[config.mk]
export PLATFORM = sky130hd
export DESIGN_NAME = http_request_framer_core
export DESIGN_NICKNAME = d
export VERILOG_FILES = /design/src/hrf_pkg.sv /design/src/http_request_framer_core.sv /design/src/hrf_length_scan.sv /design/src/hrf_framer.sv
export SDC_FILE = /design/constraint.sdc
export NUM_CORES = 1
export LEC_CHECK = 0
export ABC_AREA = 1
export BUFFER_PORTS_ARGS = -buffer_cell sky130_fd_sc_hd__buf_2
export CAP_MARGIN = 10
export CORE_MARGIN = 2
export CORE_UTILIZATION = 35
export CTS_CLUSTER_DIAMETER = 100
export DETAILED_ROUTE_END_ITERATION = 8
export PLACE_DENSITY = 0.6
export SKIP_LAST_GASP = 1
export SLEW_MARGIN = 15
export SYNTH_ARGS = -nofsm -noshare
export SYNTH_HDL_FRONTEND = slang
export SYNTH_SLANG_ARGS = --single-unit
[constraint.sdc]
create_clock -name clock -period 9 [get_ports clock]
set_clock_uncertainty 0.1 [all_clocks]
set_input_delay 1.8 -clock clock [delete_from_list [all_inputs] [get_ports clock]]
set_output_delay 1.8 -clock clock [all_outputs]
set_load 0.05 [all_outputs]
[src/hrf_pkg.sv]
package hrf_pkg;

   // default width of the body length counter and accumulator
   localparam int unsigned LEN_BITS_DEF = 32;

   // length of the content-length header name
   localparam int unsigned NAME_LEN = 14;

   // byte codes
   localparam logic [7:0] CH_LF    = 8'h0a;
   localparam logic [7:0] CH_CR    = 8'h0d;
   localparam logic [7:0] CH_SPACE = 8'h20;
   localparam logic [7:0] CH_TAB   = 8'h09;
   localparam logic [7:0] CH_COLON = 8'h3a;
   localparam logic [7:0] CH_ZERO  = 8'h30;
   localparam logic [7:0] CH_NINE  = 8'h39;
   localparam logic [7:0] CH_UP_A  = 8'h41;
   localparam logic [7:0] CH_UP_Z  = 8'h5a;
   localparam logic [7:0] CASE_GAP = 8'h20;

   // region tags of a result
   localparam logic [2:0] RG_METHOD  = 3'd0;
   localparam logic [2:0] RG_PATH    = 3'd1;
   localparam logic [2:0] RG_VERSION = 3'd2;
   localparam logic [2:0] RG_BREAK   = 3'd3;
   localparam logic [2:0] RG_HEADER  = 3'd4;
   localparam logic [2:0] RG_TERM    = 3'd5;
   localparam logic [2:0] RG_BODY    = 3'd6;
   localparam logic [2:0] RG_EXCESS  = 3'd7;

   // request framing phase
   typedef enum logic [2:0] {
      PH_METHOD,
      PH_PATH,
      PH_VERSION,
      PH_HEADERS,
      PH_BODY,
      PH_DONE
   } phase_type;

   // line break tracking
   typedef enum logic [1:0] {
      NL_MID,
      NL_LF,
      NL_LFCR
   } newline_type;

   // content-length line scanner
   typedef enum logic [2:0] {
      SC_SKIP,
      SC_NAME,
      SC_VBLANK,
      SC_DIGITS,
      SC_IGNORE,
      SC_OK,
      SC_BAD
   } scan_type;

   // one request on the input channel
   typedef struct packed {
      logic [7:0] rx_byte;
      logic       conn_closed;
   } req_type;

   // one result on the output channel
   typedef struct packed {
      logic [2:0]  region;
      logic        path_valid;
      logic        length_found;
      logic [31:0] content_length;
      logic        done_res;
   } rsp_type;

   // lower-case characters of "content-length"
   function automatic logic [7:0] name_char(input logic [3:0] idx);
      logic [7:0] ch;
      case (idx)
         4'd0:    ch = 8'h63; // c
         4'd1:    ch = 8'h6f; // o
         4'd2:    ch = 8'h6e; // n
         4'd3:    ch = 8'h74; // t
         4'd4:    ch = 8'h65; // e
         4'd5:    ch = 8'h6e; // n
         4'd6:    ch = 8'h74; // t
         4'd7:    ch = 8'h2d; // -
         4'd8:    ch = 8'h6c; // l
         4'd9:    ch = 8'h65; // e
         4'd10:   ch = 8'h6e; // n
         4'd11:   ch = 8'h67; // g
         4'd12:   ch = 8'h74; // t
         4'd13:   ch = 8'h68; // h
         default: ch = 8'h00;
      endcase
      return ch;
   endfunction

endpackage

[src/http_request_framer_core.sv]
// channel   ports                         payload
// request   req_valid req_ready req_data  rx_byte, conn_closed
// result    rsp_valid rsp_ready rsp_data  region, path_valid, length_found,
//                                         content_length, done_res
//
// one request per cycle while no waiting result stalls; each result appears in the cycle after its request is taken
// the running state is updated in the cycle a request is taken, result goes to a register
// a waiting result stalls new requests only while rsp_ready is low
// reset clears all framing state; a request with conn_closed set also clears it after use
module http_request_framer_core #(
   parameter int unsigned LEN_BITS = hrf_pkg::LEN_BITS_DEF
) (
   input  logic             clock,
   input  logic             reset,
   input  logic             req_valid,
   output logic             req_ready,
   input  hrf_pkg::req_type req_data,
   output logic             rsp_valid,
   input  logic             rsp_ready,
   output hrf_pkg::rsp_type rsp_data
);
   import hrf_pkg::*;

   logic                accept;
   logic                scan_en;
   logic                found;
   logic [LEN_BITS-1:0] length;
   rsp_type             result;

   logic                rsp_valid_ff, rsp_valid_in;
   rsp_type             rsp_data_ff;

   // handshake
   assign req_ready    = !rsp_valid_ff || rsp_ready;
   assign accept       = req_valid && req_ready;
   assign rsp_valid_in = accept || (rsp_valid_ff && !rsp_ready);

   hrf_length_scan #(
      .LEN_BITS (LEN_BITS)
   ) u_scan (
      .clock       (clock),
      .reset       (reset),
      .step_en     (scan_en),
      .clear       (accept && req_data.conn_closed),
      .rx_byte     (req_data.rx_byte),
      .found_next  (found),
      .length_next (length)
   );

   hrf_framer #(
      .LEN_BITS (LEN_BITS)
   ) u_framer (
      .clock   (clock),
      .reset   (reset),
      .accept  (accept),
      .req     (req_data),
      .found   (found),
      .length  (length),
      .scan_en (scan_en),
      .result  (result)
   );

   // result register
   always_ff @(posedge clock) begin
      if (reset) begin
         rsp_valid_ff <= 1'b0;
      end else begin
         rsp_valid_ff <= rsp_valid_in;
      end
   end

   always_ff @(posedge clock) begin
      if (accept) begin
         rsp_data_ff <= result;
      end
   end

   assign rsp_valid = rsp_valid_ff;
   assign rsp_data  = rsp_data_ff;

   // a taken request always leaves a result behind
   a_accept_gives_result: assert property (@(posedge clock) disable iff (reset)
      accept |=> rsp_valid_ff)
      else $error("taken request produced no result");

   // completion only on a terminator or body byte
   a_done_region: assert property (@(posedge clock) disable iff (reset)
      rsp_valid_ff && rsp_data_ff.done_res |->
         (rsp_data_ff.region == RG_TERM) || (rsp_data_ff.region == RG_BODY))
      else $error("done raised outside terminator or body");

   // a nonzero length needs a parsed header
   a_length_found: assert property (@(posedge clock) disable iff (reset)
      rsp_valid_ff && (rsp_data_ff.content_length != 32'd0) |-> rsp_data_ff.length_found)
      else $error("length reported without a parsed header");

   // version bytes only follow two spaces
   a_version_path: assert property (@(posedge clock) disable iff (reset)
      rsp_valid_ff && (rsp_data_ff.region == RG_VERSION) |-> rsp_data_ff.path_valid)
      else $error("version region without a valid path");

endmodule

[src/hrf_length_scan.sv]
module hrf_length_scan #(
   parameter int unsigned LEN_BITS = hrf_pkg::LEN_BITS_DEF
) (
   input  logic                clock,
   input  logic                reset,
   input  logic                step_en,
   input  logic                clear,
   input  logic [7:0]          rx_byte,
   output logic                found_next,
   output logic [LEN_BITS-1:0] length_next
);
   import hrf_pkg::*;

   scan_type            state_ff, state_in;
   logic [3:0]          index_ff, index_in;
   logic [LEN_BITS-1:0] accum_ff, accum_in;

   logic [7:0]          lc;
   logic                blank;
   logic                digit;
   logic [LEN_BITS-1:0] digit_val;
   logic [LEN_BITS+3:0] accum_x10;

   // byte classification
   always_comb begin
      lc        = (rx_byte inside {[CH_UP_A:CH_UP_Z]}) ? rx_byte + CASE_GAP : rx_byte;
      blank     = (rx_byte == CH_SPACE) || (rx_byte == CH_TAB);
      digit     = rx_byte inside {[CH_ZERO:CH_NINE]};
      digit_val = LEN_BITS'(rx_byte - CH_ZERO);
   end

   // accumulator times ten plus digit, with headroom to spot overflow
   assign accum_x10 = ({4'b0, accum_ff} << 3) + ({4'b0, accum_ff} << 1)
                      + {4'b0, digit_val};

   // scanner next state
   always_comb begin
      state_in = state_ff;
      index_in = index_ff;
      accum_in = accum_ff;
      case (state_ff)
         SC_SKIP: begin
            if (rx_byte != CH_LF && !blank) begin
               if (lc == name_char(4'd0)) begin
                  state_in = SC_NAME;
                  index_in = 4'd1;
               end else begin
                  state_in = SC_IGNORE;
               end
            end
         end
         SC_NAME: begin
            if (rx_byte == CH_LF) begin
               state_in = SC_SKIP;
               index_in = 4'd0;
            end else if (index_ff < 4'(NAME_LEN) && lc == name_char(index_ff)) begin
               index_in = index_ff + 4'd1;
            end else if (index_ff >= 4'(NAME_LEN) && rx_byte == CH_COLON) begin
               state_in = SC_VBLANK;
            end else begin
               state_in = SC_IGNORE;
            end
         end
         SC_IGNORE: begin
            if (rx_byte == CH_LF) begin
               state_in = SC_SKIP;
               index_in = 4'd0;
            end
         end
         SC_VBLANK: begin
            if (!blank) begin
               if (digit) begin
                  state_in = SC_DIGITS;
                  accum_in = digit_val;
               end else begin
                  state_in = SC_BAD;
               end
            end
         end
         SC_DIGITS: begin
            if (digit) begin
               if (accum_x10[LEN_BITS+3:LEN_BITS] != 4'd0) begin
                  state_in = SC_BAD;
                  accum_in = '0;
               end else begin
                  accum_in = accum_x10[LEN_BITS-1:0];
               end
            end else begin
               state_in = SC_OK;
            end
         end
         default: begin
         end
      endcase
   end

   // values after this request, as the framer sees them
   always_comb begin
      if (step_en) begin
         found_next = (state_in == SC_DIGITS) || (state_in == SC_OK);
         length_next = found_next ? accum_in : '0;
      end else begin
         found_next = (state_ff == SC_DIGITS) || (state_ff == SC_OK);
         length_next = found_next ? accum_ff : '0;
      end
   end

   // scanner registers
   always_ff @(posedge clock) begin
      if (reset || clear) begin
         state_ff <= SC_SKIP;
         index_ff <= 4'd0;
         accum_ff <= '0;
      end else if (step_en) begin
         state_ff <= state_in;
         index_ff <= index_in;
         accum_ff <= accum_in;
      end
   end

endmodule

[src/hrf_framer.sv]
module hrf_framer #(
   parameter int unsigned LEN_BITS = hrf_pkg::LEN_BITS_DEF
) (
   input  logic                clock,
   input  logic                reset,
   input  logic                accept,
   input  hrf_pkg::req_type    req,
   input  logic                found,
   input  logic [LEN_BITS-1:0] length,
   output logic                scan_en,
   output hrf_pkg::rsp_type    result
);
   import hrf_pkg::*;

   localparam int unsigned CL_BITS = (LEN_BITS < 32) ? LEN_BITS : 32;

   phase_type           phase_ff, phase_in;
   logic [1:0]          space_ff, space_in;
   newline_type         nl_ff, nl_in;
   logic [LEN_BITS-1:0] body_ff, body_in;

   logic                in_head;
   logic                term;
   logic [LEN_BITS-1:0] body_inc;
   logic                body_hit;

   // terminator and body count detection
   always_comb begin
      in_head  = phase_ff inside {PH_METHOD, PH_PATH, PH_VERSION, PH_HEADERS};
      term     = in_head && (req.rx_byte == CH_LF) && (nl_ff != NL_MID);
      scan_en  = accept && in_head && !term;
      body_inc = body_ff + 1'b1;
      body_hit = body_inc == length;
   end

   // next state
   always_comb begin
      phase_in = phase_ff;
      space_in = space_ff;
      nl_in    = nl_ff;
      body_in  = body_ff;
      if (in_head) begin
         if (term) begin
            body_in  = '0;
            phase_in = (length == '0) ? PH_DONE : PH_BODY;
         end else if (req.rx_byte == CH_LF) begin
            nl_in = NL_LF;
            if (phase_ff != PH_HEADERS) begin
               phase_in = PH_HEADERS;
            end
         end else if (req.rx_byte == CH_CR) begin
            nl_in = (nl_ff == NL_LF) ? NL_LFCR : NL_MID;
         end else begin
            nl_in = NL_MID;
            if (req.rx_byte == CH_SPACE) begin
               if (phase_ff == PH_METHOD) begin
                  space_in = 2'd1;
                  phase_in = PH_PATH;
               end else if (phase_ff == PH_PATH) begin
                  space_in = 2'd2;
                  phase_in = PH_VERSION;
               end
            end
         end
      end else if (phase_ff == PH_BODY) begin
         body_in = body_inc;
         if (body_hit) begin
            phase_in = PH_DONE;
         end
      end
   end

   // result fields
   always_comb begin
      result.region   = RG_EXCESS;
      result.done_res = 1'b0;
      if (in_head) begin
         if (term) begin
            result.region   = RG_TERM;
            result.done_res = (length == '0);
         end else if (req.rx_byte == CH_LF || req.rx_byte == CH_CR) begin
            result.region = RG_BREAK;
         end else begin
            case (phase_ff)
               PH_METHOD:  result.region = RG_METHOD;
               PH_PATH:    result.region = RG_PATH;
               PH_VERSION: result.region = RG_VERSION;
               default:    result.region = RG_HEADER;
            endcase
         end
      end else if (phase_ff == PH_BODY) begin
         result.region   = RG_BODY;
         result.done_res = body_hit;
      end
      result.path_valid     = (space_in == 2'd2);
      result.length_found   = found;
      result.content_length = 32'(length[CL_BITS-1:0]);
   end

   // framing registers, cleared after the last byte of a connection
   always_ff @(posedge clock) begin
      if (reset || (accept && req.conn_closed)) begin
         phase_ff <= PH_METHOD;
         space_ff <= 2'd0;
         nl_ff    <= NL_LF;
         body_ff  <= '0;
      end else if (accept) begin
         phase_ff <= phase_in;
         space_ff <= space_in;
         nl_ff    <= nl_in;
         body_ff  <= body_in;
      end
   end

endmodule

==> run_results.csv, run 1 <==
group,metric,value,unit
run_status,outcome,"complete, no violations",
critical_path,path_buf_inv,4,
power_and_ir_drop,p_per_area,122,nW/µm²
hold_path,hp-class,"register to register",
sta,period_share,83.6,%
global_routing,grt_antenna_before_repair,1,
die,dieArea,34000,µm²
drt,viasPerCell,4.99,
synth,yosysWarnings,0,
die,die_w,184,µm
drt,drt_iter0_markers,821,
global_routing,grt_pass1_vias,10800,
die,start_util,35.2,%
drt,detail-route-antenna-nets,0,
clock_tree,cts.repair.resized,0,
critical_path,cp-start-kind,"input pin",
sta,tightest_slew,1.03,ns
sta,final-max-slew-violation-count,0,
clock_tree,ctsHoldBuffers,0,
synth,synth_top_area_cell,"nand2_1",
synth,ys_seq_elements,124,
clock_tree,clkTransAtPathRegs,0.05,ns
synth,netlist_area,11400,µm²
clock_tree,post-cts-setup-buffers,0,
layout,diodes,0,
die,boundaryPins,53,
synth,synth_nets,1861,
critical_path,crit_slowest_cell,"a21oi_4",
sta,period_needed,7.53,ns
synth,synth.avg_cell_area,6.44,µm²
sta,setup_tns,0,ns
layout,nets,1891,
die,num_rows,66,
drt,wl_met1,15500,µm
clock_tree,cts_max_path_buffers,2,
drt,highest_layer,"met5",
job,cap_violations,0,
critical_path,critical_path_class,"input pin to register",
power_and_ir_drop,peakVddDrop,0.123,mV
drt,wl,33300,µm
drt,wl_per_cell,14.8,µm
die,fp.dieH,184,µm
critical_path,critPathMaxFanout,28,
layout,drive_gt1_share,10.3,%
clock_tree,h-tree-depth,4,
sta,fmax,0.133,GHz
clock_tree,cts_made_buffers,17,
global_routing,overflow,0,
critical_path,required,9.21,ns
global_routing,grt_pass1_wl,54700,µm
critical_path,crit_family,"simple AND/OR/NAND/NOR gates",
placement,placed_cell_area,12000,µm²
drt,drc,0,
global_routing,track_usage,20.1,%
critical_path,critPathMaxStageDelay,0.58,ns
critical_path,path_common_cell,"nand2_1",
clock_tree,cts.sinks,124,
sta,timing_hold_violations_final,0,
synth,ys_top_cells_by_area,"nand2_1, dfxtp_1, edfxtp_1",
critical_path,worstPathArrival,7.74,ns
synth,ys.flop_type,"dfxtp_1",
synth,synth_top_area_share,17.1,%
drt,vias,11200,
sta,max-slew-margin-rel,31.6,%
global_routing,grt_start_max_net_pins,74,
synth,seq_area_frac_synth,25.2,%
placement,io_buffers,52,
drt,wl_met2,15600,µm
drt,met3WireLength,1610,µm
synth,synthArstFlopShare,0,%
drt,dr.pass1.iters,5,
placement,routabilityCongestion,0.939,
synth,synth_cell_types,51,
sta,setup_viol,0,
power_and_ir_drop,leakagePower,6.11,nW
critical_path,endpoint_kind,"register",
synth,synth_cells,1767,
clock_tree,cts_tree,"yes",
clock_tree,clk_latency,0.42,ns
layout,syn_to_final_growth,11.6,%
synth,synth-edff-count,38,
placement,dp_hpwl,26400,µm
layout,stdcell_area,12700,µm²
layout,fillers,3457,
sta,rsz0062_at_grt,"false",
clock_tree,cts-root-buf,"clkbuf_16",
die,core,32300,µm²
-- where the power goes --
part / total (W) / internal, W / switching, W
sequential: 0.000593 / 0.000588 / 0.00000588
combinational: 0.000192 / 0.0000472 / 0.000145
clock: 0.000763 / 0.000505 / 0.000258
-- stage by stage --
step / std cells / utilization (%) / setup slack, ns / power [W] / hold WS [ns]
after floorplan: 1767 / - / 1.97 / 0.000755 / 0.351
after global placement: 2220 / 37.3 / 1.25 / 0.000795 / 0.363
after detailed placement: 2220 / 37.3 / 1.14 / 0.000797 / 0.373
after CTS: 2252 / 39.3 / 1.58 / 0.00156 / 0.382
after global routing: 2252 / 39.3 / 0.964 / 0.00160 / 0.394
final: 2252 / 39.3 / 1.47 / 0.00155 / 0.379
-- layout make-up --
type,instances,area [µm²],area share (%)
multi-input combinational,1357,7410,58.4
sequential,124,2860,22.6
inverter,237,890,7.01
tap,442,553,4.36
clock buffer,21,460,3.63
timing repair buffer,60,320,2.52
clock inverter,11,189,1.49
-- state kept, by name, summed over array words and instances (netlist names), named ones only --
name and count:
rsp_data 38, rsp_valid 1, u_framer.body_ff 32, u_framer.nl_ff 2, u_framer.phase_ff 3, u_framer.space_ff 2, u_scan.accum_ff 32, u_scan.index_ff 4
u_scan.state_ff 3
-- placed cells by master (no fill, tap or decap), types with 5 or more instances in the layout --
cell type	synthesis	layout
nand2_1	518	518
inv_1	229	228
nor2_1	196	193
nand3_1	140	140
a21oi_1	111	111
dfxtp_1	86	86
o21ai_0	53	53
buf_2	12	52
ha_1	51	51
edfxtp_1	38	38
xor2_1	34	34
fa_1	30	30
nand4_1	27	27
nand2_2	25	25
nor3_1	23	23
a22oi_1	21	21
xnor2_1	21	21
or2_2	19	19
clkbuf_16	0	17
nand3_2	15	15
inv_2	8	9
nand3b_1	9	9
nor4_1	9	9
buf_4	2	8
o21ai_2	5	6
a31oi_1	6	6
bufinv_16	0	5
-- kinds of logic after synthesis --
kind of cell	count (synthesis)	share of synthesized area, %
xor gates and xnor gates	55	4.24
AOI/OAI and AO/OA	223	11.3
adders and majority gates	81	10.9
buffers and inverters	286	9.83
and+or+nand+nor	998	38.6
DFF	124	25.2
-- worst paths after layout --
path | start | to | slack (ns) | depth (start not counted)
max reg2reg | u_scan.accum_ff[2] | u_framer.phase_ff[1] | 3.11 | 33
min reg2reg | u_framer.nl_ff[1] | u_framer.nl_ff[1] | 0.38 | 2
min | u_framer.nl_ff[1] | u_framer.nl_ff[1] | 0.38 | 2
max | req_data[5] | u_framer.phase_ff[1] | 1.47 | 35
-- synthesized netlist by cell type (4+ instances only) --
library cell	count
nand2_1	518
o31ai_1	4
nor3_1	23
o21ai_0	53
a22oi_1	21
nor2_1	196
nand4_1	27
nand3_1	140
nor4_1	9
o21ai_2	5
xor2_1	34
nand3_2	15
o21bai_1	4
nor2_4	4
fa_1	30
edfxtp_1	38
ha_1	51
nand4_2	4
inv_1	229
buf_2	12
or2_2	19
clkbuf_1	30
a31oi_1	6
dfxtp_1	86
a21oi_1	111
inv_2	8
xnor2_1	21
nand3b_1	9
nand2_2	25
-- worst reg2reg max path: cells and delay by family, from the launching register on --
family          cells  cell delay (ns)
simple gates       27             3.13
flops               1             0.43
buf+inv             3             0.57
compound gates      1             0.58
fa+ha+maj           2             0.95
-- per-layer routing --
layer	vias up	track usage, %
li1	5741	-
met1	5178	26.9
met2	283	33.8
met3	44	3.34
met4	2	4.96
met5	-	0
(Power assumes the default switching activity.)
==> inputs of run 2 (changes only) <==
ABC_AREA = 0   (was 1)
PLACE_DENSITY = 0.62   (was 0.6)
clock period = 6.8 ns   (was 9 ns; I/O delays follow)
==> run 2 against run 1 <==
Effect of this change: synthesized cell count fell by 28%; sequential power rose by 39%; largest cell class unchanged; highest routed layer is now met4; sequential cell count did not move.
==> run_results.csv, run 2 <==
group,metric,value,unit
sta,timing_hold_violations_final,0,
global_routing,grt_start_max_net_pins,72,
synth,synth_top_area_share,16.4,%
die,boundaryPins,53,
synth,yosysMostFrequentCell,"nor2_1",
layout,syn_to_final_growth,14.3,%
sta,rsz0062_at_grt,"false",
power_and_ir_drop,leakagePower,4.76,nW
synth,netlist_area,10500,µm²
hold_path,hp-class,"register to register",
clock_tree,clkTransAtPathRegs,0.06,ns
clock_tree,cts.repair.resized,0,
synth,yosysWarnings,0,
synth,ys.flop_type,"dfxtp_1",
die,dieArea,31400,µm²
sta,fmax,0.155,GHz
synth,synth_nets,1375,
power_and_ir_drop,p_comb_share,20.9,%
synth,synth.avg_cell_area,8.20,µm²
sta,setup_viol,0,
drt,wl,33800,µm
critical_path,worstPathArrival,6.72,ns
synth,seq_area_frac_synth,27.2,%
sta,final-max-slew-violation-count,0,
drt,vias,10300,
drt,wl_per_cell,19.4,µm
sta,tightest_slew,0.966,ns
power_and_ir_drop,seqPwrFrac,37.4,%
layout,fillers,2996,
clock_tree,cts.sinks,124,
layout,diodes,0,
die,num_rows,63,
global_routing,grt_pass1_vias,9688,
synth,synth_cells,1281,
synth,synth-edff-count,38,
placement,io_buffers,52,
sta,period_needed,6.45,ns
synth,ys_seq_elements,124,
critical_path,cp-start-kind,"input pin",
drt,drt_iter0_markers,954,
drt,dr.pass1.iters,6,
job,cap_violations,0,
die,fp.dieH,177,µm
power_and_ir_drop,switching_share,32.1,%
clock_tree,cts-root-buf,"clkbuf_16",
die,die_w,177,µm
placement,dp_hpwl,25600,µm
clock_tree,cts_tree,"yes",
global_routing,grt_pass1_wl,53200,µm
drt,viasPerCell,5.91,
sta,setup_tns,0,ns
placement,pre_cts_ws,0.0470,ns
synth,synthArstFlopShare,0,%
clock_tree,cts_made_buffers,17,
layout,drive_gt1_share,13.9,%
layout,largest_reg_flops,38,
layout,final_cell_mix,"nor2_1, nand2_1, o21ai_0, dfxtp_1, a21oi_1",
power_and_ir_drop,pwr-share-clk,41.6,%
critical_path,critPathMaxFanout,24,
sta,setup_ws,0.351,ns
power_and_ir_drop,power.switching,0.000705,W
die,start_util,35.5,%
layout,nets,1431,
run_status,outcome,"complete, no violations",
global_routing,overflow,0,
synth,synth_top_area_cell,"dfxtp_1",
power_and_ir_drop,p_per_area,183,nW/µm²
synth,synth_cell_types,90,
clock_tree,cts_max_path_buffers,2,
global_routing,grt_antenna_before_repair,0,
global_routing,track_usage,21.7,%
sta,max-slew-margin-rel,35.5,%
drt,detail-route-antenna-nets,0,
power_and_ir_drop,peakVddDrop,0.157,mV
hold_path,worstHoldPathCells,2,
synth,ys_top_cells_by_area,"dfxtp_1, edfxtp_1, ha_1",
layout,utilization,40.6,%
critical_path,critical_path_class,"input pin to register",
power_and_ir_drop,p_int,0.00149,W
clock_tree,ctsHoldBuffers,0,
layout,final_common_cell,"nor2_1",
placement,routabilityCongestion,1.00,
critical_path,r2r_cells,19,
sta,period_share,94.8,%
synth,synthTopCellsByCount,"nor2_1, nand2_1, o21ai_0, dfxtp_1, a21oi_1",
critical_path,required,7.07,ns
die,core,29600,µm²
critical_path,endpoint_kind,"register",
clock_tree,clk_latency,0.43,ns
clock_tree,h-tree-depth,4,
drt,drc,0,
-- run 2: changes by cell type after synthesis, moves of 29 or more --
cell	previous run	this run
a21oi_1	111	82
inv_1	229	54
nand2_1	518	101
nand3_1	140	44
nor2_1	196	123
o21ai_0	53	92
-- run 2: through the flow --
| stage | cells | power [W] | hold WS, ns | instance area, µm² |
|---|---|---|---|---|
| CTS | 1737 | 0.00220 | 0.366 | 12000 |
| finish | 1740 | 0.00220 | 0.368 | 12000 |
| floorplan | 1281 | 0.00114 | 0.344 | 10500 |
| detailed placement | 1705 | 0.00129 | 0.373 | 11400 |
| global placement | 1705 | 0.00129 | 0.353 | 11400 |
| global route | 1740 | 0.00229 | 0.407 | 12000 |
-- run 2: power groups by stage --
stage,sequential (W),combinational [W],clock (W)
finish,0.000822,0.000460,0.000915
global route,0.000824,0.000503,0.000959
CTS,0.000821,0.000455,0.000923
detailed placement,0.000837,0.000453,0
global placement,0.000837,0.000450,0
floorplan,0.000858,0.000280,0
-- run 2: final timing paths --
check,start,endpoint,slack [ns]
setup / recovery,req_data[5],u_framer.phase_ff[0],0.35
hold / removal,u_framer.body_ff[31],u_framer.body_ff[31],0.37
setup reg to reg,u_scan.accum_ff[2],u_framer.phase_ff[0],1.13
hold reg to reg,u_framer.body_ff[31],u_framer.body_ff[31],0.37
-- run 2: cell families (layout without fill, tap and decap cells) --
| family | Yosys count | in the layout | share of synthesized area (%) |
|---|---|---|---|
| compound gates | 419 | 419 | 27.9 |
| xor+xnor | 69 | 69 | 5.75 |
| mux | 7 | 7 | 0.679 |
| fa+ha+maj | 81 | 81 | 11.8 |
| flops | 124 | 124 | 27.2 |
| buf+inv | 134 | 203 | 5.29 |
| simple gates | 447 | 447 | 21.3 |
-- run 2: critical path, cell delays in order --
cell	delay [ns]
buf_2	0.11
ha_1	0.23
nor3_4	0.16
buf_12	0.22
fa_1	0.45
ha_1	0.41
a21oi_1	0.21
o21ai_0	0.15
a221o_1	0.38
o2111ai_1	0.30
o21ai_0	0.22
a21oi_4	0.25
buf_4	0.18
a31oi_4	0.14
nor2_4	0.35
buf_4	0.19
a221o_1	0.15
o2111ai_1	0.14
or4_4	0.59
o41ai_2	0.34
a31o_1	0.17
-- run 2: final cells by class --
cell class | count | area [µm²] | area share, %
Clock inverter | 15 | 163 | 1.36
Sequential cell | 124 | 2860 | 23.8
Clock buffer | 17 | 425 | 3.54
Tap cell | 390 | 488 | 4.07
Multi-Input combinational cell | 1023 | 7110 | 59.2
Inverter | 55 | 206 | 1.72
Timing Repair Buffer | 116 | 753 | 6.27
-- run 2: routing by layer --
layer / part of all wire, % / up-vias / global-route usage (%)
li1: - / 4883 / -
met1: 44 / 4840 / 29.0
met2: 44 / 460 / 33.5
met3: 8.2 / 99 / 4.75
met4: 4.2 / 0 / 9.73
met5: 0 / - / 0
-- run 2: timing repair --
item | in CTS | in global routing
endpoints found under the hold margin | 0 | 0
setup endpoints to repair | 0 | 1
setup buffers | 0 | 3
